## src/rtl/lzt_pkg.sv

```systemverilog
// Package for the lens zoom table interpolator: lens table, arithmetic constants and latency.
package lzt_pkg;

    // Lens table geometry and field widths.
    localparam int LZT_ROWS   = 18;
    localparam int STEP_W     = 7;
    localparam int FLEN_W     = 16;
    localparam int VIEW_W     = 6;
    localparam int EFL_W      = 19;
    localparam int RATIO_W    = 7;

    // Lens table: zoom step, focal length in micrometers, field of view in degrees.
    localparam logic [STEP_W-1:0] LZT_STEP [LZT_ROWS] = '{
        7'd0,   7'd1,   7'd2,   7'd3,   7'd4,   7'd5,   7'd7,   7'd9,   7'd11,
        7'd14,  7'd19,  7'd41,  7'd64,  7'd72,  7'd86,  7'd105, 7'd107, 7'd124
    };
    localparam logic [FLEN_W-1:0] LZT_FLEN [LZT_ROWS] = '{
        16'd6500,  16'd6803,  16'd6934,  16'd7067,  16'd7203,  16'd7340,
        16'd7620,  16'd7908,  16'd8207,  16'd8665,  16'd9472,  16'd13743,
        16'd20189, 16'd23145, 16'd29387, 16'd40494, 16'd41960, 16'd65000
    };
    localparam logic [VIEW_W-1:0] LZT_VIEW [LZT_ROWS] = '{
        6'd48, 6'd46, 6'd45, 6'd44, 6'd44, 6'd43, 6'd41, 6'd40, 6'd39,
        6'd37, 6'd34, 6'd24, 6'd16, 6'd14, 6'd11, 6'd8,  6'd8,  6'd5
    };

    // Equivalent focal length: focal length times 6035, divided by 1000.
    // The division is a shift by 3 followed by a reciprocal multiply for 125.
    localparam logic [12:0] EFL_MUL       = 13'd6035;
    localparam int          EFL_DIV       = 1000;
    localparam int          EFL_PRE_SHIFT = 3;
    localparam int          EFL_ODD       = EFL_DIV / 8;
    localparam int          EFL_SHIFT     = 33;
    localparam logic [26:0] EFL_RECIP     =
        27'(((64'd1 << EFL_SHIFT) + 64'(EFL_ODD) - 64'd1) / 64'(EFL_ODD));

    // Zoom ratio in tenths: focal length times 10 over the first row's focal length,
    // which equals the focal length divided by a tenth of the first row's focal length.
    localparam int          RATIO_DIV     = int'(LZT_FLEN[0]) / 10;
    localparam int          RATIO_SHIFT   = 26;
    localparam logic [16:0] RATIO_RECIP   =
        17'(((64'd1 << RATIO_SHIFT) + 64'(RATIO_DIV) - 64'd1) / 64'(RATIO_DIV));

    // Divider pipeline: 16 quotient bits, two bits per stage.
    localparam int DIV_STAGES = 8;

    // Cycles from an accepted beat to its result strobe.
    localparam int LZT_LATENCY = DIV_STAGES + 6;

endpackage

```

## src/rtl/lens_zoom_table_interpolator.sv

```systemverilog
// Lens zoom table interpolator: pipelined table lookup, interpolation and derived values.
//
// One zoom step is taken per clock cycle: start with busy low is an accepted beat, and busy is
// always low. Each result appears on the result ports with done high for exactly one cycle,
// in order of acceptance. The receiver cannot stall the block. Latency is set by the
// eight-stage radix-4 divider that turns the interpolation products into quotients; the
// input register, segment select, the product, the final add and the two constant scalings
// take one stage each.
module lens_zoom_table_interpolator
    import lzt_pkg::*;
(
    input  logic                 clk,
    input  logic                 rst_n,
    input  logic                 start,
    output logic                 busy,
    input  logic [STEP_W-1:0]    zoom_step,
    output logic                 done,
    output logic [FLEN_W-1:0]    focal_length,
    output logic [VIEW_W-1:0]    field_of_view,
    output logic [EFL_W-1:0]     equivalent_focal_length,
    output logic [RATIO_W-1:0]   zoom_ratio_tenths
);

    // One long division step: {remainder, dividend bits} shifts left by one, quotient bit in.
    function automatic logic [22:0] div_step(input logic [22:0] w, input logic [6:0] d);
        logic [7:0]  t;
        logic [7:0]  diff;
        logic [22:0] r;
        begin
            t    = w[22:15];
            diff = t - {1'b0, d};
            if (t >= {1'b0, d})
            begin
                r = {diff[6:0], w[14:0], 1'b1};
            end
            else
            begin
                r = {t[6:0], w[14:0], 1'b0};
            end
            return r;
        end
    endfunction

    // The block never refuses a beat.
    assign busy = 1'b0;

    // Stage A: capture the accepted step.
    logic                 va_reg;
    logic [STEP_W-1:0]    step_reg;

    always_ff @(posedge clk or negedge rst_n)
    begin
        if (!rst_n)
        begin
            va_reg <= 1'b0;
        end
        else
        begin
            va_reg <= start && !busy;
        end
    end

    always_ff @(posedge clk)
    begin
        step_reg <= zoom_step;
    end

    // Stage B: find the segment around the step. Below the first row or past the last row the
    // offset is zero, so the row's own values pass through unchanged.
    logic                 found;
    logic [FLEN_W-1:0]    base_flen_next;
    logic [VIEW_W-1:0]    base_view_next;
    logic [STEP_W-1:0]    off_next;
    logic [STEP_W-1:0]    span_next;
    logic [FLEN_W-1:0]    dflen_next;
    logic [VIEW_W-1:0]    dview_next;

    always_comb
    begin
        found          = 1'b0;
        base_flen_next = LZT_FLEN[LZT_ROWS-1];
        base_view_next = LZT_VIEW[LZT_ROWS-1];
        off_next       = '0;
        span_next      = STEP_W'(1);
        dflen_next     = '0;
        dview_next     = '0;
        if (step_reg <= LZT_STEP[0])
        begin
            base_flen_next = LZT_FLEN[0];
            base_view_next = LZT_VIEW[0];
        end
        else
        begin
            for (int k = 1; k < LZT_ROWS; k++)
            begin
                if (!found && (step_reg <= LZT_STEP[k]))
                begin
                    found          = 1'b1;
                    base_flen_next = LZT_FLEN[k-1];
                    base_view_next = LZT_VIEW[k-1];
                    off_next       = step_reg - LZT_STEP[k-1];
                    span_next      = LZT_STEP[k] - LZT_STEP[k-1];
                    dflen_next     = LZT_FLEN[k] - LZT_FLEN[k-1];
                    dview_next     = LZT_VIEW[k-1] - LZT_VIEW[k];
                end
            end
        end
    end

    logic                 vb_reg;
    logic [FLEN_W-1:0]    base_flen_reg;
    logic [VIEW_W-1:0]    base_view_reg;
    logic [STEP_W-1:0]    off_reg;
    logic [STEP_W-1:0]    span_reg;
    logic [FLEN_W-1:0]    dflen_reg;
    logic [VIEW_W-1:0]    dview_reg;

    always_ff @(posedge clk or negedge rst_n)
    begin
        if (!rst_n)
        begin
            vb_reg <= 1'b0;
        end
        else
        begin
            vb_reg <= va_reg;
        end
    end

    always_ff @(posedge clk)
    begin
        base_flen_reg <= base_flen_next;
        base_view_reg <= base_view_next;
        off_reg       <= off_next;
        span_reg      <= span_next;
        dflen_reg     <= dflen_next;
        dview_reg     <= dview_next;
    end

    // Stage C: interpolation products. Each is below span times 2^16, so the divider starts with
    // the top seven bits as its remainder.
    logic [22:0]          nf_next;
    logic [22:0]          nv_next;

    assign nf_next = 23'(off_reg) * 23'(dflen_reg);
    assign nv_next = 23'(off_reg) * 23'(dview_reg);

    logic                 vdiv_reg   [DIV_STAGES+1];
    logic [22:0]          wf_reg     [DIV_STAGES+1];
    logic [22:0]          wv_reg     [DIV_STAGES+1];
    logic [STEP_W-1:0]    dspan_reg  [DIV_STAGES+1];
    logic [FLEN_W-1:0]    dflen0_reg [DIV_STAGES+1];
    logic [VIEW_W-1:0]    dview0_reg [DIV_STAGES+1];

    always_ff @(posedge clk or negedge rst_n)
    begin
        if (!rst_n)
        begin
            vdiv_reg[0] <= 1'b0;
        end
        else
        begin
            vdiv_reg[0] <= vb_reg;
        end
    end

    always_ff @(posedge clk)
    begin
        wf_reg[0]     <= nf_next;
        wv_reg[0]     <= nv_next;
        dspan_reg[0]  <= span_reg;
        dflen0_reg[0] <= base_flen_reg;
        dview0_reg[0] <= base_view_reg;
    end

    // Divider stages: two quotient bits each for both products.
    genvar i;
    generate
        for (i = 0; i < DIV_STAGES; i++)
        begin : g_div
            logic [22:0] wf_next;
            logic [22:0] wv_next;

            assign wf_next = div_step(div_step(wf_reg[i], dspan_reg[i]), dspan_reg[i]);
            assign wv_next = div_step(div_step(wv_reg[i], dspan_reg[i]), dspan_reg[i]);

            always_ff @(posedge clk or negedge rst_n)
            begin
                if (!rst_n)
                begin
                    vdiv_reg[i+1] <= 1'b0;
                end
                else
                begin
                    vdiv_reg[i+1] <= vdiv_reg[i];
                end
            end

            always_ff @(posedge clk)
            begin
                wf_reg[i+1]     <= wf_next;
                wv_reg[i+1]     <= wv_next;
                dspan_reg[i+1]  <= dspan_reg[i];
                dflen0_reg[i+1] <= dflen0_reg[i];
                dview0_reg[i+1] <= dview0_reg[i];
            end
        end
    endgenerate

    // Stage D: apply the quotients to the lower row's values.
    logic                 vd_reg;
    logic [FLEN_W-1:0]    fl_d_reg;
    logic [VIEW_W-1:0]    fov_d_reg;

    always_ff @(posedge clk or negedge rst_n)
    begin
        if (!rst_n)
        begin
            vd_reg <= 1'b0;
        end
        else
        begin
            vd_reg <= vdiv_reg[DIV_STAGES];
        end
    end

    always_ff @(posedge clk)
    begin
        fl_d_reg  <= dflen0_reg[DIV_STAGES] + wf_reg[DIV_STAGES][FLEN_W-1:0];
        fov_d_reg <= dview0_reg[DIV_STAGES] - wv_reg[DIV_STAGES][VIEW_W-1:0];
    end

    // Stage E: scale for the equivalent focal length and the reciprocal multiply for the ratio.
    logic [28:0]          efl_prod_next;
    logic [32:0]          ratio_full;

    assign efl_prod_next = 29'(fl_d_reg) * 29'(EFL_MUL);
    assign ratio_full    = 33'(fl_d_reg) * 33'(RATIO_RECIP);

    logic                 ve_reg;
    logic [28:0]          efl_prod_reg;
    logic [RATIO_W-1:0]   ratio_e_reg;
    logic [FLEN_W-1:0]    fl_e_reg;
    logic [VIEW_W-1:0]    fov_e_reg;

    always_ff @(posedge clk or negedge rst_n)
    begin
        if (!rst_n)
        begin
            ve_reg <= 1'b0;
        end
        else
        begin
            ve_reg <= vd_reg;
        end
    end

    always_ff @(posedge clk)
    begin
        efl_prod_reg <= efl_prod_next;
        ratio_e_reg  <= ratio_full[RATIO_SHIFT+RATIO_W-1:RATIO_SHIFT];
        fl_e_reg     <= fl_d_reg;
        fov_e_reg    <= fov_d_reg;
    end

    // Output stage: divide the scaled focal length by 1000 and present the result beat.
    logic [52:0]          efl_full;

    assign efl_full = 53'(efl_prod_reg[28:EFL_PRE_SHIFT]) * 53'(EFL_RECIP);

    logic                 done_reg;
    logic [FLEN_W-1:0]    fl_out_reg;
    logic [VIEW_W-1:0]    fov_out_reg;
    logic [EFL_W-1:0]     efl_out_reg;
    logic [RATIO_W-1:0]   ratio_out_reg;

    always_ff @(posedge clk or negedge rst_n)
    begin
        if (!rst_n)
        begin
            done_reg <= 1'b0;
        end
        else
        begin
            done_reg <= ve_reg;
        end
    end

    always_ff @(posedge clk)
    begin
        fl_out_reg    <= fl_e_reg;
        fov_out_reg   <= fov_e_reg;
        efl_out_reg   <= efl_full[EFL_SHIFT+EFL_W-1:EFL_SHIFT];
        ratio_out_reg <= ratio_e_reg;
    end

    assign done                    = done_reg;
    assign focal_length            = fl_out_reg;
    assign field_of_view           = fov_out_reg;
    assign equivalent_focal_length = efl_out_reg;
    assign zoom_ratio_tenths       = ratio_out_reg;

endmodule

```

## config.mk

```make
export PLATFORM = sky130hd
export DESIGN_NAME = lens_zoom_table_interpolator
export DESIGN_NICKNAME = d
export VERILOG_FILES = /design/src/rtl/lzt_pkg.sv /design/src/rtl/lens_zoom_table_interpolator.sv
export SDC_FILE = /design/constraint.sdc
export NUM_CORES = 2
export LEC_CHECK = 0
export BUFFER_PORTS_ARGS = -buffer_cell sky130_fd_sc_hd__buf_4
export CAP_MARGIN = 0
export CORE_ASPECT_RATIO = 0.5
export CORE_MARGIN = 1.5
export CORE_UTILIZATION = 45
export DETAILED_ROUTE_END_ITERATION = 10
export PLACE_DENSITY_LB_ADDON = 0.3
export RECOVER_POWER = 50
export SYNTH_ARGS = -nofsm -noshare
export SYNTH_HDL_FRONTEND = slang
export SYNTH_SLANG_ARGS = --single-unit
```

## constraint.sdc

```tcl
create_clock -name clk -period 6.96 [get_ports clk]
set_input_delay 0.696 -clock clk [delete_from_list [all_inputs] [get_ports clk]]
set_output_delay 0.696 -clock clk [all_outputs]
set_load 0.1 [all_outputs]
```

# Word-level counts from Yosys, hierarchy flattened
# Memory sizes are Yosys's and may differ from the RTL's.
# Cells that the tools add are included.
[op_classes] addsub=50 mul=5 magnitude_cmp=50 reduce_logical=39 mux=161
[ops] operator="23-bit two-way mux" count=32
[ops] operator="16-bit two-way mux" count=17
[ops] operator="8-bit by 7-bit >= comparator with 1-bit output" count=32
[ops] operator="7-bit subtractor" count=32
[ops] operator="15-bit two-way mux" count=12
[ops] operator="7-bit two-way mux" count=17
[ops] operator="6-bit two-way mux" count=17
[ops] operator="5-bit two-way mux" count=11
[ops] operator="26-bit by 27-bit multiplier with 52-bit output (second input constant)" count=1
[ops] operator="9-bit two-way mux" count=5
[ops] operator="7-bit less-or-equal comparator (second input constant)" count=6
[ops] operator="7-bit subtractor (second input constant)" count=5
[ops] operator="16-bit by 17-bit multiplier with 33-bit output (second input constant)" count=1
[ops] operator="1-bit two-way mux" count=32
[ops] operator="4-bit two-way mux" count=8
[ops] operator="16-bit by 13-bit multiplier with 29-bit output (second input constant)" count=1
[ops] operator="7-bit by 16-bit multiplier with 23-bit output" count=1
[ops] operator="7-bit by 3-bit less-or-equal comparator with 1-bit output (second input constant)" count=3
[ops] operator="7-bit by 4-bit less-or-equal comparator with 1-bit output (second input constant)" count=3
[ops] operator="7-bit by 3-bit subtractor with 7-bit output (second input constant)" count=3
[ops] operator="7-bit by 4-bit subtractor with 7-bit output (second input constant)" count=3
[ops] operator="2-bit two-way mux" count=10
[ops] operator="17-bit OR reduction" count=1
[ops] operator="16-bit adder" count=1
[ops] operator="other kinds (18)" count=51
[word_totals] mem_count=5 word_cells=355 inputBits=10 regBits=207 out_inout_bits=50 mem_bits_rw=675
[mem_list] memory="wf_reg" depth=9 word_bits=23 read_ports=9 rd_ports_with_merged_regs=0 wr=9 line="lens_zoom_table_interpolator.sv:149" rtl="logic [22:0] wf_reg [DIV_STAGES+1];"
[mem_list] memory="wv_reg" depth=9 word_bits=23 read_ports=9 rd_ports_with_merged_regs=0 wr=9 line="lens_zoom_table_interpolator.sv:150" rtl="logic [22:0] wv_reg [DIV_STAGES+1];"
[mem_list] memory="dflen0_reg" depth=9 word_bits=16 read_ports=9 rd_ports_with_merged_regs=0 wr=9 line="lens_zoom_table_interpolator.sv:152" rtl="logic [FLEN_W-1:0] dflen0_reg [DIV_STAGES+1];"
[mem_list] memory="dspan_reg" depth=9 word_bits=7 read_ports=8 rd_ports_with_merged_regs=0 wr=9 line="lens_zoom_table_interpolator.sv:151" rtl="logic [STEP_W-1:0] dspan_reg [DIV_STAGES+1];"
[mem_list] memory="dview0_reg" depth=9 word_bits=6 read_ports=9 rd_ports_with_merged_regs=0 wr=9 line="lens_zoom_table_interpolator.sv:153" rtl="logic [VIEW_W-1:0] dview0_reg [DIV_STAGES+1];"

# Logic depth before layout (Yosys ltp)
[logic_depth] word_depth=66 mapped_depth=25 mapped_depth_nobuf=25

# Worst setup path after synthesis
# No wires, ideal clock.
[synth_timing] kind="reg2reg" from="reg efl_prod_reg[27]" to="reg efl_out_reg[17] (netlist: equivalent_focal_length[17])" required_ns=6.854 path_buffers=0 arrival_ns=6.177 setup_ns=0.106 synth_period_minus_slack_ns=6.283 setup_slack_ns=0.677 stages_incl_launch_ff=21 cell_sequence="dfxtp_1 -> fa_1 -> inv_1 -> fa_1 -> fa_1 -> inv_1 -> fa_1 -> fa_1 -> inv_1 -> fa_1 -> fa_1 -> inv_1 -> ha_1 -> a21o_1 -> nor4_1 -> o211ai_1 -> a31oi_1 -> o31a_2 -> o221a_2 -> or4b_2 -> o311ai_0"
[synth_between] elab_chain_len=1
[synth_lines] element="from (decl)" line="lens_zoom_table_interpolator.sv:241" rtl="logic [28:0] efl_prod_reg;"
[synth_lines] element="from (signal assigned)" line="lens_zoom_table_interpolator.sv:260" rtl="efl_prod_reg <= efl_prod_next;"
[synth_lines] element="26-bit by 27-bit multiplier with 52-bit output" line="lens_zoom_table_interpolator.sv:269" rtl="assign efl_full = 53'(efl_prod_reg[28:EFL_PRE_SHIFT]) * 53'(EFL_RECIP);"
[synth_lines] element="via efl_full[50]" line="lens_zoom_table_interpolator.sv:267" rtl="logic [52:0] efl_full;"
[synth_lines] element="to (signal assigned)" line="lens_zoom_table_interpolator.sv:293" rtl="efl_out_reg <= efl_full[EFL_SHIFT+EFL_W-1:EFL_SHIFT];"
[synth_lines] element="to (decl)" line="lens_zoom_table_interpolator.sv:274" rtl="logic [EFL_W-1:0] efl_out_reg;"
# The timed path passes the listed nets, and every way through them passes these cells.
# A chain may end at the register's enable or synchronous reset.

# Worst setup path after layout
# Same ends and word-level chain as after synthesis.

==> metrics.md <==
| Metric | Value |
|---|---|
| Layout cell share with drive strength beyond 1 | 6.37% |
| Worst setup EP type | flip-flop |
| Dpl hpwl | 90500 um |
| Max-Cap Viols | 0 |
| Critical path class | flip-flop to flip-flop |
| Vias in the first global route | 33274 |
| CTS root buf | clkbuf_16 |
| Post-synth EDFFs | 0 |
| Simple-gate area share of the yosys netlist | 8.75% |
| Ys async rst share | 1.84% |
| RR Startpoint | efl_prod_reg[27] |
| Routability cong. | 0.922 |
| Synth Area per Inst | 10.3 sq um |
| Die area | 109000 sq um |
| I/O pin cnt | 60 |
| RSZ-0062 raised after global routing | no |
| Skew final | 0.0243 ns |
| Cell mode on critical path | fa_1 |
| Port Buffer Count | 58 |
| Inserted Clock Buffers | 72 |
| Most common cell after layout, fill and taps aside | inv_1 |
| CP max FO | 7 |
| Sum of negative setup slack | 0 ns |
| FF-to-FF setup slack | 0.27 ns |
| Initial core utilization | 45.6% |
| CP max stage delay | 0.58 ns |
| Cell Rows | 84 |
| Iter 0 DRT Violations | 1626 |
| Worst skew pair latency | 0.67 ns |
| TritonRoute pass-1 iters | 6 |
| Cell count after synthesis | 4666 |
| Critical path arrival | 7.22 ns |
| Endpoints failing setup | 0 |
| Synth Area in Adders | 38.3% |
| Reg-to-Reg End | equivalent_focal_length[17] |
| Max Clk Rate | 149 MHz |
| Crit path cell chain | fa_1, inv_1, fa_1, fa_1, inv_1, fa_1, fa_1, inv_1, fa_1, fa_1, inv_1, ha_1, a21o_1, nor4_1, o211ai_1, a31oi_2, o31a_2, o221a_2, or4b_2, o311ai_0 |
| Critical path origin | efl_prod_reg[27] |
| Mapped cell area | 48200 sq um |
| Hold WC Path Type | primary input to flip-flop |
| Worst slew pin tran | 1.16 ns |
| Depth of the worst hold-timing path | 1 |
| Most frequent cells in the layout | inv_1 (834), ha_1 (745), dfxtp_1 (739), fa_1 (456), nand2_1 (295) |
| Post-synthesis compound-gate area fraction | 9.76% |
| Synth Register Bits | 760 |
| Synth Area in XOR/XNOR | 3.51% |
| Mux contribution to synthesized area | 0.956% |
| YS warnings | 0 |
| Htree depth | 3 |
| CP required | 7.49 ns |
| Worst slew margin | 22.1% |
| Setup crit end | equivalent_focal_length[17] |
| Wire per inst | 17.5 um |
| FF-to-FF path depth | 20 |
| Die height | 234 um |
| Vias | 31831 |
| Diodes inserted | 0 |
| Core area | 106000 sq um |
| Slew Viols, Final | 0 |
| Clock sink total | 760 |
| First-pass GRT wire length | 175000 um |
| Antenna violations before repair | 2 |
| Seq/Total Area, Yosys | 31.7% |
| Synth Flop Type | dfxtp_1 |
| Routed WL | 110000 um |
| Vias per cell | 5.08 |
| CP max stage cell | or4b_2 |
| Main combinational cell family by area after synthesis | adder cells |
| Fin. Hold Viols | 0 |
| Final net count | 6005 |
| Net Count, Synth | 5877 |
| Max reg flops | 200 |
| Final Cycle Share | 96.1% |
| CTS clk-pin slew, worst paths | 0.07 ns |
| CP Launch Type | flip-flop |
| Synthesis-to-finish area growth | 10.2% |
| Max clock buf depth | 3 |
| Status | completed |
| CTS tree | done |
| Min Clock Period, post-route | 6.69 ns |
| Die span in x | 466 um |
| GRT Total Usage | 20.4% |
| Routed Antenna Nets | 0 |
| DRC | 0 |
| Largest net degree at the start of global routing | 22 |
| Yosys cell types | 95 |
| GRT overflow | 0 |
==> metal layers <==
metal	up-vias	global-route usage (%)	wire length, um
li1	15622	-	-
met1	15365	25.7	49400
met2	633	35.8	52500
met3	209	3.38	4510
met4	2	6.79	3400
met5	-	0	12
==> final cells by class <==
class	count	area (sq um)
Clock inverter	44	588
Inverter	838	3150
Tap cell	1419	1780
Sequential cell	760	15300
Timing Repair Buffer	107	806
Multi-Input combinational cell	3015	29500
Clock buffer	87	1960
Fill cell	9537	52500
==> worst min path at each step <==
stage	start	slack, ns	end
floorplan	base_flen_reg[0]	0.31	dflen0_reg[0][0]
global placement	fov_e_reg[4]	0.31	field_of_view[4]
detailed placement	dflen0_reg[0][101]	0.31	dflen0_reg[0][117]
CTS	zoom_step[5]	0.07	step_reg[5]
global route	zoom_step[1]	0.1	step_reg[1]
finish	zoom_step[1]	0.15	step_reg[1]
==> critical path: cells and delay by family, from the launching register on <==
kind,cells,cell delay (ns)
flops,1,0.50
compound gates,6,1.18
buf+inv,4,0.25
simple gates,2,0.86
fa+ha+maj,8,3.80
==> per-stage QoR <==
stage / utilization, % / std cells / setup slack (ns) / area [sq um] / hold slack (ns)
after floorplan: - / 4666 / 0.677 / 48200 / 0.310
after global placement: 47.8 / 6137 / 0.211 / 50500 / 0.310
after detailed placement: 47.8 / 6137 / 0.112 / 50500 / 0.312
after CTS: 50.2 / 6269 / 0.0357 / 53100 / 0.0682
after global routing: 50.3 / 6270 / 0.000842 / 53100 / 0.0994
final: 50.3 / 6270 / 0.268 / 53100 / 0.151
==> logic make-up (layout without fill, tap and decap cells) <==
logic type,count (synthesis),in the layout
AND/OR/NAND/NOR,850,850
multiplexers,44,44
other,1,1
XOR/XNOR,193,193
adder cells (fa/ha/maj),1201,1201
buffers and inverters,891,1076
flip-flops,760,760
AO/OA/AOI/OAI,726,726
==> synth_stat cells (17+ instances only) <==
master    instances  area (sq um)
xor2_1           60           526
nand2_1         295          1110
mux2i_1          28           280
nand3_1          61           305
nor2_1          141           529
and2_1           65           407
clkbuf_1         39           146
o21ai_0         216          1080
fa_1            456          9130
xnor2_1         133          1160
nor3_1           41           205
nand4_1          28           175
nor4_1           24           150
a211oi_1         45           338
ha_1            745          9320
inv_1           834          3130
a21o_1           94           706
nand2b_1         48           300
nor2b_1          59           369
and3_1           30           188
o21bai_1         17           128
dfxtp_1         746         14900
a21oi_1         149           746
a31oi_1          23           144
==> timing repair <==
item / in CTS / in global routing
endpoints found under the hold margin: 14 / 0
endpoints found under the setup margin: 0 / 2
resized for setup: 0 / 14
setup buffers: 0 / 1
hold buffers: 1 / 0
Power is left out: the tool's default activity adds up to more than one toggle a clock period on the data nets, which glitch-free logic cannot reach.
